`config.mk`:
```
export PLATFORM = sky130hd
export DESIGN_NAME = ack_frame_receiver_validator
export DESIGN_NICKNAME = d
export VERILOG_FILES = /design/src/rtl/afrv_pkg.sv /design/src/rtl/ack_frame_receiver_validator.sv
export SDC_FILE = /design/constraint.sdc
export NUM_CORES = 1
export LEC_CHECK = 0
export ABC_AREA = 1
export BUFFER_PORTS_ARGS = -buffer_cell sky130_fd_sc_hd__buf_2
export CAP_MARGIN = 20
export CORE_MARGIN = 2
export CORE_UTILIZATION = 30
export DETAILED_ROUTE_END_ITERATION = 6
export SYNTH_ARGS = -nofsm -noshare
export SYNTH_HDL_FRONTEND = slang
export SYNTH_SLANG_ARGS = --single-unit
```
`constraint.sdc`:
```
create_clock -name i_clk -period 3.1 [get_ports i_clk]
set_input_delay 0 -clock i_clk [delete_from_list [all_inputs] [get_ports i_clk]]
set_output_delay 0 -clock i_clk [all_outputs]
set_load 0.005 [all_outputs]
```
`src/rtl/afrv_pkg.sv`:
```
`default_nettype none

package afrv_pkg;

    localparam int unsigned CFG_IDX_W = 3;
    localparam int unsigned FRAME_FIELDS = 6;
    localparam int unsigned CAPTURE_DEPTH = FRAME_FIELDS - 1;
    localparam int unsigned COUNT_W = 3;

    typedef enum logic [1:0] {
        FUNC_START = 2'd0,
        FUNC_BYTE  = 2'd1,
        FUNC_TICK  = 2'd2,
        FUNC_IOERR = 2'd3
    } t_func;

    typedef enum logic [2:0] {
        ST_ACK      = 3'd0,
        ST_NACK     = 3'd1,
        ST_TIMEOUT  = 3'd2,
        ST_BAD_CMD  = 3'd3,
        ST_BAD_LEN  = 3'd4,
        ST_BAD_SEQ  = 3'd5,
        ST_BAD_SUM  = 3'd6,
        ST_IO_ERROR = 3'd7
    } t_status;

    localparam logic [CFG_IDX_W-1:0] CFG_HEADER_FIRST  = 3'd0;
    localparam logic [CFG_IDX_W-1:0] CFG_HEADER_SECOND = 3'd1;
    localparam logic [CFG_IDX_W-1:0] CFG_ACK_COMMAND   = 3'd2;
    localparam logic [CFG_IDX_W-1:0] CFG_NACK_COMMAND  = 3'd3;
    localparam logic [CFG_IDX_W-1:0] CFG_LENGTH_LOW    = 3'd4;
    localparam logic [CFG_IDX_W-1:0] CFG_LENGTH_HIGH   = 3'd5;

    localparam logic [7:0] RST_HEADER_FIRST  = 8'd170;
    localparam logic [7:0] RST_HEADER_SECOND = 8'd85;
    localparam logic [7:0] RST_ACK_COMMAND   = 8'd2;
    localparam logic [7:0] RST_NACK_COMMAND  = 8'd3;
    localparam logic [7:0] RST_LENGTH_LOW    = 8'd2;
    localparam logic [7:0] RST_LENGTH_HIGH   = 8'd0;

    typedef struct packed {
        logic [7:0] checksum_seen;
        logic [7:0] checksum_computed;
        logic [7:0] error_byte;
        logic [7:0] sequence_byte;
        logic [7:0] command_byte;
    } t_result_data;

endpackage

`default_nettype wire

```
`src/rtl/ack_frame_receiver_validator.sv`:
```
// Acknowledge frame receiver and checker.
// The input stream carries one event per transfer: tuser selects start, received byte,
// millisecond tick or receive I/O error; tdata carries the byte, the expected sequence
// number and the timeout. A start with a non-zero timeout arms the block; it then hunts
// for the two header bytes, captures the six frame bytes and checks command, length,
// sequence and XOR checksum. A start with a zero timeout yields a timeout result.
// At most one result is produced per input transfer: status on tuser, the captured bytes
// and both checksums on tdata (all zero for timeout and I/O error results). A result
// passes through one input register and one result register, with the frame state
// updated in the single step between them. Throughput is one input transfer per cycle;
// the input side keeps accepting while a result waits in the output register, and stalls
// only when both registers are full and the receiver holds tready low.
// The configuration channel is always ready and writes one 8-bit register per transfer;
// indices beyond the register list are ignored. The user must make writes only while the
// block is idle; the block does not enforce this. After reset it is idle with the default
// header, command and length values, and bytes, ticks and errors are ignored until a start.
`default_nettype none

module ack_frame_receiver_validator (
    input  wire logic                          i_clk,
    input  wire logic                          i_rst_n,
    input  wire logic                          s_axis_tvalid,
    output logic                               s_axis_tready,
    // rx_byte [7:0], expected_sequence [15:8], timeout_limit [31:16]
    input  wire logic [31:0]                   s_axis_tdata,
    // func [1:0]
    input  wire logic [1:0]                    s_axis_tuser,
    output logic                               m_axis_tvalid,
    input  wire logic                          m_axis_tready,
    // command_byte [7:0], sequence_byte [15:8], error_byte [23:16],
    // checksum_computed [31:24], checksum_seen [39:32]
    output logic [39:0]                        m_axis_tdata,
    // status [2:0]
    output logic [2:0]                         m_axis_tuser,
    input  wire logic                          i_cfg_valid,
    output logic                               o_cfg_ready,
    input  wire logic [afrv_pkg::CFG_IDX_W-1:0] i_cfg_index,
    input  wire logic [7:0]                    i_cfg_data
);

    typedef enum logic [1:0] {
        PH_IDLE    = 2'd0,
        PH_HUNT    = 2'd1,
        PH_FIRST   = 2'd2,
        PH_CAPTURE = 2'd3
    } t_phase;

    logic [7:0] r_header_first, r_header_second, r_ack_command, r_nack_command;
    logic [7:0] r_length_low, r_length_high;

    logic                r_in_valid;
    afrv_pkg::t_func     r_func;
    logic [31:0]         r_in_data;

    t_phase                          r_phase, n_phase;
    logic [afrv_pkg::COUNT_W-1:0]    r_count, n_count;
    logic [7:0]                      r_cap [afrv_pkg::CAPTURE_DEPTH];
    logic [7:0]                      r_seq_wanted, n_seq_wanted;
    logic [15:0]                     r_ms_left, n_ms_left;
    logic                            n_cap_we;

    logic                   r_out_valid;
    afrv_pkg::t_status      r_out_status, n_out_status;
    afrv_pkg::t_result_data r_out_data, n_out_data;
    logic                   n_emit;

    logic       w_advance;
    logic [7:0] w_byte;
    logic [7:0] w_sum;

    assign w_advance     = !r_out_valid || m_axis_tready;
    assign s_axis_tready = !r_in_valid || w_advance;
    assign o_cfg_ready   = 1'b1;
    assign m_axis_tvalid = r_out_valid;
    assign m_axis_tdata  = r_out_data;
    assign m_axis_tuser  = r_out_status;

    assign w_byte = r_in_data[7:0];
    assign w_sum  = r_cap[0] ^ r_length_low ^ r_length_high ^ r_cap[3] ^ r_cap[4];

    always_ff @(posedge i_clk) begin
        if (!i_rst_n) begin
            r_header_first  <= afrv_pkg::RST_HEADER_FIRST;
            r_header_second <= afrv_pkg::RST_HEADER_SECOND;
            r_ack_command   <= afrv_pkg::RST_ACK_COMMAND;
            r_nack_command  <= afrv_pkg::RST_NACK_COMMAND;
            r_length_low    <= afrv_pkg::RST_LENGTH_LOW;
            r_length_high   <= afrv_pkg::RST_LENGTH_HIGH;
        end else if (i_cfg_valid) begin
            unique case (i_cfg_index)
                afrv_pkg::CFG_HEADER_FIRST:  r_header_first  <= i_cfg_data;
                afrv_pkg::CFG_HEADER_SECOND: r_header_second <= i_cfg_data;
                afrv_pkg::CFG_ACK_COMMAND:   r_ack_command   <= i_cfg_data;
                afrv_pkg::CFG_NACK_COMMAND:  r_nack_command  <= i_cfg_data;
                afrv_pkg::CFG_LENGTH_LOW:    r_length_low    <= i_cfg_data;
                afrv_pkg::CFG_LENGTH_HIGH:   r_length_high   <= i_cfg_data;
                default: ;
            endcase
        end
    end

    always_ff @(posedge i_clk) begin
        if (!i_rst_n) begin
            r_in_valid <= 1'b0;
        end else if (s_axis_tready) begin
            r_in_valid <= s_axis_tvalid;
        end
        if (s_axis_tready && s_axis_tvalid) begin
            r_func    <= afrv_pkg::t_func'(s_axis_tuser);
            r_in_data <= s_axis_tdata;
        end
    end

    always_comb begin
        n_phase      = r_phase;
        n_count      = r_count;
        n_seq_wanted = r_seq_wanted;
        n_ms_left    = r_ms_left;
        n_cap_we     = 1'b0;
        n_emit       = 1'b0;
        n_out_status = afrv_pkg::ST_TIMEOUT;
        n_out_data   = '0;

        if (r_func == afrv_pkg::FUNC_START) begin
            n_seq_wanted = r_in_data[15:8];
            n_ms_left    = r_in_data[31:16];
            n_count      = '0;
            if (r_in_data[31:16] == 16'd0) begin
                n_emit  = 1'b1;
                n_phase = PH_IDLE;
            end else begin
                n_phase = PH_HUNT;
            end
        end else if (r_phase != PH_IDLE) begin
            unique case (r_func)
                afrv_pkg::FUNC_TICK: begin
                    n_ms_left = r_ms_left - 16'd1;
                    if (r_ms_left == 16'd1) begin
                        n_emit  = 1'b1;
                        n_phase = PH_IDLE;
                        n_count = '0;
                    end
                end
                afrv_pkg::FUNC_IOERR: begin
                    n_emit       = 1'b1;
                    n_out_status = afrv_pkg::ST_IO_ERROR;
                    n_phase      = PH_IDLE;
                    n_count      = '0;
                end
                default: begin
                    unique case (r_phase)
                        PH_HUNT: begin
                            if (w_byte == r_header_first) begin
                                n_phase = PH_FIRST;
                            end
                        end
                        PH_FIRST: begin
                            if (w_byte == r_header_second) begin
                                n_phase = PH_CAPTURE;
                                n_count = '0;
                            end else if (w_byte == r_header_first) begin
                                n_phase = PH_FIRST;
                            end else begin
                                n_phase = PH_HUNT;
                            end
                        end
                        default: begin
                            if (r_count < afrv_pkg::COUNT_W'(afrv_pkg::CAPTURE_DEPTH)) begin
                                n_cap_we = 1'b1;
                                n_count  = r_count + 1'b1;
                            end else begin
                                n_emit  = 1'b1;
                                n_phase = PH_IDLE;
                                n_count = '0;
                                n_out_data.command_byte      = r_cap[0];
                                n_out_data.sequence_byte     = r_cap[3];
                                n_out_data.error_byte        = r_cap[4];
                                n_out_data.checksum_computed = w_sum;
                                n_out_data.checksum_seen     = w_byte;
                                if (r_cap[0] != r_ack_command && r_cap[0] != r_nack_command) begin
                                    n_out_status = afrv_pkg::ST_BAD_CMD;
                                end else if (r_cap[1] != r_length_low
                                             || r_cap[2] != r_length_high) begin
                                    n_out_status = afrv_pkg::ST_BAD_LEN;
                                end else if (r_cap[3] != r_seq_wanted) begin
                                    n_out_status = afrv_pkg::ST_BAD_SEQ;
                                end else if (w_byte != w_sum) begin
                                    n_out_status = afrv_pkg::ST_BAD_SUM;
                                end else if (r_cap[0] == r_ack_command) begin
                                    n_out_status = afrv_pkg::ST_ACK;
                                end else begin
                                    n_out_status = afrv_pkg::ST_NACK;
                                end
                            end
                        end
                    endcase
                end
            endcase
        end
    end

    always_ff @(posedge i_clk) begin
        if (!i_rst_n) begin
            r_phase      <= PH_IDLE;
            r_count      <= '0;
            r_seq_wanted <= '0;
            r_ms_left    <= '0;
            r_out_valid  <= 1'b0;
        end else if (w_advance) begin
            r_out_valid <= r_in_valid && n_emit;
            if (r_in_valid) begin
                r_phase      <= n_phase;
                r_count      <= n_count;
                r_seq_wanted <= n_seq_wanted;
                r_ms_left    <= n_ms_left;
            end
        end
        if (w_advance && r_in_valid) begin
            if (n_cap_we) begin
                r_cap[r_count] <= w_byte;
            end
            if (n_emit) begin
                r_out_status <= n_out_status;
                r_out_data   <= n_out_data;
            end
        end
    end

`ifndef SYNTH
    a_empty_result_zero: assert property (@(posedge i_clk) disable iff (!i_rst_n)
        m_axis_tvalid && (m_axis_tuser == afrv_pkg::ST_TIMEOUT
                          || m_axis_tuser == afrv_pkg::ST_IO_ERROR)
        |-> m_axis_tdata == '0)
        else $error("timeout or I/O error result carries non-zero bytes");

    a_result_ends_wait: assert property (@(posedge i_clk) disable iff (!i_rst_n)
        w_advance && r_in_valid && n_emit |=> r_phase == PH_IDLE && r_count == '0)
        else $error("wait still armed after a result");

    a_count_bounded: assert property (@(posedge i_clk) disable iff (!i_rst_n)
        r_count <= afrv_pkg::COUNT_W'(afrv_pkg::CAPTURE_DEPTH))
        else $error("capture count beyond frame length");

    a_armed_has_time: assert property (@(posedge i_clk) disable iff (!i_rst_n)
        r_phase != PH_IDLE |-> r_ms_left != 16'd0)
        else $error("armed wait with no time left");
`endif

endmodule

`default_nettype wire
```
Word level (Yosys, flattened, before mapping)
Memories as Yosys holds them, arrays and structs flattened.
Cells that the tools add are included.
Storage, ports and cells
  register bits: 156
  bits in latches: 0
  RAM bits: 40
  ROM bits: 0
  bits of input ports: 50
  output and inout bits: 46
  word-level logic and storage cells: 126
  memories: 1
Memories
  r_cap: depth 5, width 8, rd ports 5, clocked after Yosys merged registers in 0, wr ports 1, RTL line ack_frame_receiver_validator.sv:57  | logic [7:0] r_cap [afrv_pkg::CAPTURE_DEPTH];
Cells by class
  $add $sub $neg: 2
  $mul: 0
  divide/modulo/power cells: 0
  magnitude comparators: 1
  equality and inequality tests: 24
  shifts and indexed selects: 0
  mux-type cells: 43
  bitwise logic cells: 5
  reductions and logical operators: 30
Operator list (number)
  $mux W16: 3
  $ne A8 B8 Y1: 6
  $mux W3: 11
  $xor A8 B8 Y8: 4
  $eq A8 B8 Y1: 3
  $pmux W3 S2: 3
  $eq A16 B1 Y1 const B: 1
  $logic_not A16 Y1: 1
  $mux W1: 16
  $sub A16 B1 Y16 const B: 1
  $mux W2: 7
  $reduce_and A2 Y1: 7
  $reduce_and A6 Y1: 2
  $ne A5 B3 Y1 const B: 2
  $pmux W2 S2: 2
  $reduce_or A7 Y1: 1
  $eq A2 B2 Y1 const B: 3
  $eq A3 B2 Y1 const B: 2
  $eq A3 B3 Y1 const B: 2
  $ne A6 B2 Y1 const B: 1
  $reduce_bool A2 Y1: 3
  $reduce_or A2 Y1: 3
  $logic_and A1 B1 Y1: 4
  $ne A4 B2 Y1 const B: 1
  other kinds (13): 16

Logic depth before layout (Yosys ltp)
Gate-level depths: netlist of the first run.
An unclocked memory read counts as a cell.
  word-level depth: 13
  gate-level depth with buffers: 15
  gate-level depth less buffers: 15

Worst setup path before layout of the first run
OpenSTA, ideal clock, no wires.
  kind: reg2reg
  from: reg r_phase[0]
  to: reg, netlist name m_axis_tdata[0]
  setup time: 0.397 ns
  data arrival time: 1.937 ns
  data required time: 2.703 ns
  setup slack: 0.766 ns
  stages on the path, launching flop included: 10
  period minus slack after synthesis: 2.334 ns
  cells stage by stage: dfxtp_1 -> inv_1 -> ha_1 -> inv_1 -> nand2_1 -> nand2_1 -> nand3_1 -> nand2_1 -> nand3_1 -> inv_1
Between the ends
  word-level cells in the longest chain between the ends: 7
  elaborated cells on any way between the ends: 9
  classes of those cells: 2 x eq/ne; 4 x mux; 3 x reduce/logical
Ends and longest elaborated chain
  start, declared: RTL line ack_frame_receiver_validator.sv:55  | t_phase r_phase, n_phase;
  start signal, assigned: RTL line ack_frame_receiver_validator.sv:212  | r_phase <= n_phase;
  $eq A2 B2 Y1 or $eq A2 B1 Y1 (tied branches): RTL line ack_frame_receiver_validator.sv:151  | unique case (r_phase)
  $reduce_or A2 Y1 (no source line)
  $mux W1: RTL line ack_frame_receiver_validator.sv:151
  $pmux W1 S2: RTL line ack_frame_receiver_validator.sv:135  | unique case (r_func)
  $mux W1 *: RTL line ack_frame_receiver_validator.sv:134  | end else if (r_phase != PH_IDLE) begin
  $mux W1 *: RTL line ack_frame_receiver_validator.sv:124  | if (r_func == afrv_pkg::FUNC_START) begin
  $reduce_and A2 Y1 (no source line) *
Mark *: on every way between the ends. The rest lies on a longest branch, timed or not.
A chain may end at the register's enable or synchronous reset.

Worst setup path after layout of the first run
  from: reg r_func[1]
  to: reg r_out_data, in the netlist m_axis_tdata[30] (enable)
Between the ends
  word-level cells in the longest chain between the ends: 5
  elaborated cells on any way between the ends: 7
  classes of those cells: 2 x eq/ne; 3 x mux; 2 x reduce/logical
Ends and longest elaborated chain
  start, declared: RTL line ack_frame_receiver_validator.sv:52  | afrv_pkg::t_func r_func;
  start signal, assigned: RTL line ack_frame_receiver_validator.sv:109  | r_func <= afrv_pkg::t_func'(s_axis_tuser);
  $eq A2 B2 Y1: RTL line ack_frame_receiver_validator.sv:135
  $pmux W1 S2: RTL line ack_frame_receiver_validator.sv:135
  $mux W1: RTL line ack_frame_receiver_validator.sv:134
  $mux W1 *: RTL line ack_frame_receiver_validator.sv:124
  $reduce_and A2 Y1 (no source line) *
  end signal, assigned: RTL line ack_frame_receiver_validator.sv:224  | r_out_data <= n_out_data;
  end, declared: RTL line ack_frame_receiver_validator.sv:64  | afrv_pkg::t_result_data r_out_data, n_out_data;
Marked as above.

==> impl_metrics.toml, run 1 <==
[yosys]
synth_fp_nets = 992
synthTopCellsByArea = "edfxtp_1 40%, dfxtp_1 18%, nand2_1 6.7%"
synth_edf_count = 117
synthTopCellsByCount = "156 x nand2_1, 145 x nor2_1, 117 x edfxtp_1"
synth_top_cell_area_share_pct = 40.2
synthMostInstantiatedCell = "nand2_1"
synthArstFlopShare_pct = 0
synthCells = 936
synth.distinct_cells = 39
yosysWarnings = 0
yosysSeqAreaShare_pct = 58.3
yosys_most_used_dff = "edfxtp_1"
ys_ff_latch = 196
syn_avg_cell_area_sq_um = 9.33
syn-cell-area_sq_mm = 0.00873
yosysTopAreaCell = "edfxtp_1"

[floorplan]
core_sq_mm = 0.0287
io_pins = 96
die-height_um = 175
start_util_pct = 30.4
rows = 62
die_area_sq_mm = 0.0305
dieWidth_um = 175

[routing]
drc = 0
drt-pass1-iter-count = 5
viasPerCell = 4.53
dr.first_iter.drc_count = 501
detail-route-antenna-nets = 0
vias = 6704
drt-total-wl_mm = 21.4
routedWlPerCell_um = 14.4

[sta]
setup_slack_ns = 0.846
rsz0062_at_grt = "no"
timing.final.crit_share_pct = 72.7
worstMarginPinSlew_ns = 0.670
setup_viol = 0
drv_slew = 0
skew_ns = 0.0112
period_minus_slack_ns = 2.25
fmax_mhz = 444
finalHoldViolCount = 0
tns_ns = 0
slew_headroom_pct = 55.3

[power]
power.density_mw_per_mm2 = 504
p_leak_nw = 4.52
vdd_drop_max_uv = 327

[critical_path]
worstPathMaxFanout = 43
critical_path_required_ns = 3.17
cp-startpoint = "r_func[1]"
setup.worst_path.end = "m_axis_tdata[30]"
rrSetupSlack_ns = 0.85
cp-start-kind = "flop"
r2r-end = "m_axis_tdata[30]"
worstSetupPathType = "flop to flop"
cp.arrival_ns = 2.32
reg2regPathDepth = 6
r2r-start = "r_func[1]"
worst_setup_path_end_kind = "flop"

[cells_and_area]
fill_cells = 2916
final_layout_size_suffix_gt1_share_pct = 17.2
multi_input_area_sq_mm = 0.00318
regArea_sq_mm = 0.00509
area_growth_pct = 22.4
nNetsFinal = 1139
num_antenna_cells = 0

[grt]
grt_pass1_wl_mm = 33.8
grtUsageMet2_pct = 23.0
grt_busiest_layer = "met2"
grtUsageTotal_pct = 14.2
grt_pass1_vias = 6402
grt_max_degree = 60
use_met1_pct = 19.6
groute.layer.met3.usage_pct = 2.46
grt-ovfl-total = 0
antenna_found_initial = 0

[clocking]
clock_latency_ns = 0.43
clkTransAtPathRegs_ns = 0.07
cts_buffers = 17
clk_path_buf_depth = 2
cts.sinks = 196
clockRootBuffer = "clkbuf_16"
h-tree-depth = 4
tritoncts = "yes"
post_cts_resized = 0

[placed_design]
portBuffers = 94
hpwl_mm = 15.7
post-place-ws_ns = 0.827
place.gp.congestion = 0.817

[hold_path]
hold_depth = 4
min_path_type = "input port to flop"

[outcome]
status = "finished, final reports clean"

[flow_run]
drv_cap = 0
-- critical path, stage by stage, from the launching register on --
cell,delay [ns]
edfxtp_1,0.57
nor2_4,0.31
inv_2,0.24
nand2_1,0.13
nand3_1,0.09
inv_1,0.07
buf_4,0.43
-- through the flow --
step                      instances  hold WS [ns]  cell area (sq um)  power (mW)  utilization, %
after global placement         1403         0.179               9670        3.25            33.7
after detailed placement       1403         0.178               9670        3.25            33.7
after CTS                      1480       0.00632              10700        5.43            37.2
after floorplan                 936        0.0989               8730        3.12               -
final                          1480        0.0327              10700        5.39            37.2
after global routing           1480        0.0953              10700        5.59            37.2
-- placed cells by master (no fill, tap or decap), types with 5 or more instances in the layout --
master,Yosys,layout
inv_6,0,6
ha_1,6,6
dfxtp_1,79,79
xor2_1,31,31
nand2_1,156,156
nand3_1,57,57
dlygate4sd3_1,0,45
clkbuf_16,0,17
buf_4,2,10
o21ai_0,65,65
nor2_2,5,5
a21oi_1,47,47
nor3_1,6,6
inv_2,12,12
edfxtp_1,117,117
nand3_2,6,6
buf_2,4,94
nand4_1,13,13
nor2_1,145,145
or2_2,7,7
nand2_2,14,14
nor4_1,10,10
o211ai_1,8,8
xnor2_1,23,23
inv_1,84,84
-- how the worst min path moves through the flow --
stage          slack (ns)                to             start
6_report             0.03  r_ack_command[1]    i_cfg_index[0]
5_1_grt               0.1  r_ack_command[1]    i_cfg_index[0]
4_1_cts             0.006  r_ack_command[1]    i_cfg_index[0]
3_5_place_dp         0.18     r_in_data[18]  s_axis_tdata[18]
3_3_place_gp         0.18     r_in_data[30]  s_axis_tdata[30]
2_1_floorplan         0.1         r_func[0]   s_axis_tuser[0]
-- layout make-up --
type / count / share of cell area, %
Clock inverter: 14 / 1.29
Sequential cell: 196 / 47.7
Multi-Input combinational cell: 622 / 29.8
Tap cell: 384 / 4.50
Timing Repair Buffer: 149 / 9.32
Clock buffer: 18 / 4.02
Inverter: 97 / 3.41
-- flip-flops by register name, summed over array words and instances, names as in the netlist, 2 cells and up --
register	cells
m_axis_tuser	3
r_length_high	8
r_header_first	8
r_phase	2
r_nack_command	8
m_axis_tdata	40
r_seq_wanted	8
r_ms_left	16
r_ack_command	8
r_cap	40
r_length_low	8
r_func	2
r_header_second	8
r_count	3
r_in_data	32
-- power by group --
group | internal [mW] | total, mW | switching (mW)
Sequential | 2.81 | 2.88 | 0.0643
Combinational | 0.150 | 0.363 | 0.213
Clock | 1.14 | 2.14 | 1.01
-- layer usage --
layer | up-vias | routed length [um] | share of wire, %
met5 | - | 0 | 0
met4 | 0 | 206 | 0.96
met3 | 16 | 882 | 4.1
met2 | 160 | 10100 | 47
met1 | 3122 | 10200 | 48
li1 | 3406 | - | -
-- repair_timing --
item | CTS | global route
hold buffers | 45 | 0
setup buffers | 0 | 0
endpoints found under the hold margin | 83 | 0
-- logic make-up (layout without fill, tap and decap cells) --
logic type	after synthesis	count (layout)	synth area share (%)
AOI/OAI and AO/OA	136	136	8.64
xor gates and xnor gates	54	54	5.42
adders and majority gates	6	6	0.860
other	1	1	0.0429
and+or+nand+nor	425	425	21.5
DFF	196	196	58.3
buffers and inverters	118	278	5.22
Power figures use the tool's default switching activity.
==> run 2, diff against run 1 <==
Settings changed: ABC_AREA 1 to 0.
Clock period 3.1 ns to 2.29 ns, I/O delays scaled along.
==> run 2 against run 1 <==
The run now ends with setup timing left. Core utilization up 2.9 points. Worst setup slack worse by 0.94 ns. Worst hold slack gained 0.056 ns. Largest power group unchanged. Non-clock buffer count rose by 71. Global-route usage grew 1.5 points.
==> impl_metrics.toml, run 2 <==
[critical_path]
r2r-start = "r_ms_left[13]"
critical_path_required_ns = 2.45
cp_num_buf_inv = 2
worstPathMaxFanout = 6
reg2regPathDepth = 6
setup.worst_path.end = "m_axis_tuser[0]"
worstSetupPathType = "flop to flop"
cp_num_cells = 6
r2r-end = "m_axis_tuser[0]"
crit_path_max_incr_delay_ns = 0.53
path_cells = "or4_4 > or3_4 > a211o_1 > a211oi_4 > buf_6 > buf_16"
cp-startpoint = "r_ms_left[13]"
rrSetupSlack_ns = -0.1
cp.arrival_ns = 2.55
cp-start-kind = "flop"
worst_setup_path_end_kind = "flop"
slowest_stage = "or4_4"
cp_top_family = "simple AND/OR/NAND/NOR gates"

[routing]
vias = 6545
drt-total-wl_mm = 23.5
detail-route-antenna-nets = 0
drc = 0
drt-pass1-iter-count = 5
dr.first_iter.drc_count = 470
routedWlPerCell_um = 17.0
viasPerCell = 4.73

[flow_run]
drv_cap = 0

[floorplan]
rows = 62
die-height_um = 174
start_util_pct = 30.3
io_pins = 96
die_area_sq_mm = 0.0302
core_sq_mm = 0.0285
dieWidth_um = 174

[grt]
use_met1_pct = 19.6
grtUsageTotal_pct = 15.6
grt_busiest_layer = "met2"
antenna_found_initial = 0
grt_pass1_vias = 6378
grt_max_degree = 42
grt_pass1_wl_mm = 35.8
grtUsageMet2_pct = 27.2
grt-ovfl-total = 0
groute.layer.met3.usage_pct = 2.96

[yosys]
syn-cell-area_sq_mm = 0.00865
synthXorXnorAreaFrac_pct = 11.6
yosysTopAreaCell = "edfxtp_1"
synth_top_cell_area_share_pct = 40.6
synthMostInstantiatedCell = "nand2_1"
synth_mux_area_share_pct = 0
syn_avg_cell_area_sq_um = 11.1
yosysWarnings = 0
synth_fp_nets = 833
ys_ff_latch = 196
synth_top_family_by_area = "simple AND/OR/NAND/NOR gates"
synthTopCellsByCount = "148 x nand2_1, 117 x edfxtp_1, 79 x dfxtp_1"
synth_compound_area_share_pct = 9.18
yosys_most_used_dff = "edfxtp_1"
synth-adder-area-share_pct = 0.867
synth_edf_count = 117
synthArstFlopShare_pct = 0
yosysSeqAreaShare_pct = 58.9
synth.distinct_cells = 63
synthSimpleGateAreaFrac_pct = 17.6
synthTopCellsByArea = "edfxtp_1 41%, dfxtp_1 18%, nand2_1 6.4%"
synthCells = 777

[placed_design]
place.gp.congestion = 0.837
portBuffers = 94
dp_cells = 1298
hpwl_mm = 16.1
post-place-ws_ns = -0.106
dpl_cell_area_sq_mm = 0.0102

[sta]
slew_headroom_pct = 57.2
hold_ws_ns = 0.0891
rsz0062_at_grt = "yes"
timing.final.crit_share_pct = 104
setup_viol = 44
finalHoldViolCount = 0
skew_ns = 0.0254
period_minus_slack_ns = 2.39
fmax_mhz = 419
tns_ns = -3.17
worstMarginPinSlew_ns = 0.634
drv_slew = 0
setup_slack_ns = -0.0973

[clocking]
clockRootBuffer = "clkbuf_16"
clkTransAtPathRegs_ns = 0.10
tritoncts = "yes"
cts.sinks = 196
clk_path_buf_depth = 2
cts_buffers = 17
h-tree-depth = 4
clock_latency_ns = 0.45

[power]
power.density_mw_per_mm2 = 675
p_leak_nw = 4.26
vdd_drop_max_uv = 521
total_power_mw = 7.73

[outcome]
status = "finished, violations left"
violations = "setup timing"

[cells_and_area]
finalInstanceArea_sq_mm = 0.0115
instances_no_fill = 1384
num_antenna_cells = 0
final_layout_size_suffix_gt1_share_pct = 23.7
utilization_pct = 40.1
area_growth_pct = 32.4
final_cell_mix = "148 x nand2_1, 117 x edfxtp_1, 94 x buf_2"
final_common_cell = "nand2_1"
nNetsFinal = 1043

[hold_path]
min_path_type = "input port to flop"
run 2: cell count changes in the layout (fill, tap and decap cells not counted), moves of 34 or more:
| cell | delta |
|---|---|
| nor2_1 | -108 |
| o21ai_0 | -49 |
| nand3_1 | -34 |
| and2_1 | +34 |
| inv_1 | -74 |
| buf_4 | +58 |
run 2: cell type report:
| cell class | count | area [sq um] |
|---|---|---|
| clock buffers | 17 | 425 |
| clock inverters | 15 | 226 |
| fillers | 2768 | 17100 |
| inverters | 12 | 45.0 |
| multi-input cells | 540 | 3500 |
| flip-flops and latches | 196 | 5100 |
| well taps | 384 | 480 |
| repair buffers | 220 | 1680 |
run 2: per-layer routing:
metal | share of wire, % | vias up
met5 | 0 | -
met4 | 1.9 | 0
met3 | 5.5 | 25
met2 | 50 | 196
met1 | 43 | 3133
li1 | - | 3191
run 2: worst register-to-register path, cell delays in order (launching register included):
cell and delay [ns]:
dfxtp_1 0.32, or4_4 0.53, or3_4 0.34, a211o_1 0.29
a211oi_4 0.26, buf_6 0.22, buf_16 0.15
run 2: worst min-delay path by stage:
stage          slack (ns)                 end  depth (start not counted)        startpoint
4_1_cts              0.06    r_ack_command[3]                          4    i_cfg_index[0]
2_1_floorplan         0.1           r_func[0]                          0   s_axis_tuser[0]
5_1_grt              0.13  r_header_second[5]                          5    i_cfg_index[1]
3_5_place_dp         0.18       r_in_data[20]                          1  s_axis_tdata[20]
3_3_place_gp         0.18       r_in_data[25]                          1  s_axis_tdata[25]
6_report             0.09    r_ack_command[4]                          4    i_cfg_index[0]
run 2: timing repair:
item,4_1_cts,5_1_grt
resized for setup,5,9
endpoints found under the hold margin,84,0
setup endpoints to repair,44,56
hold buffers,46,0
pin swaps,0,2
setup buffers,2,2
gates cloned,2,2
run 2: power by group:
group	internal, mW	switching, mW
Combinational	0.302	0.334
Clock	1.55	1.66
Sequential	3.81	0.0710
run 2: cells by family (layout without fill, tap and decap cells):
family                   Yosys count  count (layout)
XOR/XNOR                          92              92
AO/OA/AOI/OAI                    126             126
flip-flops                       196             196
AND/OR/NAND/NOR                  315             315
adder cells (fa/ha/maj)            6               6
buffers and inverters             41             264
other                              1               1
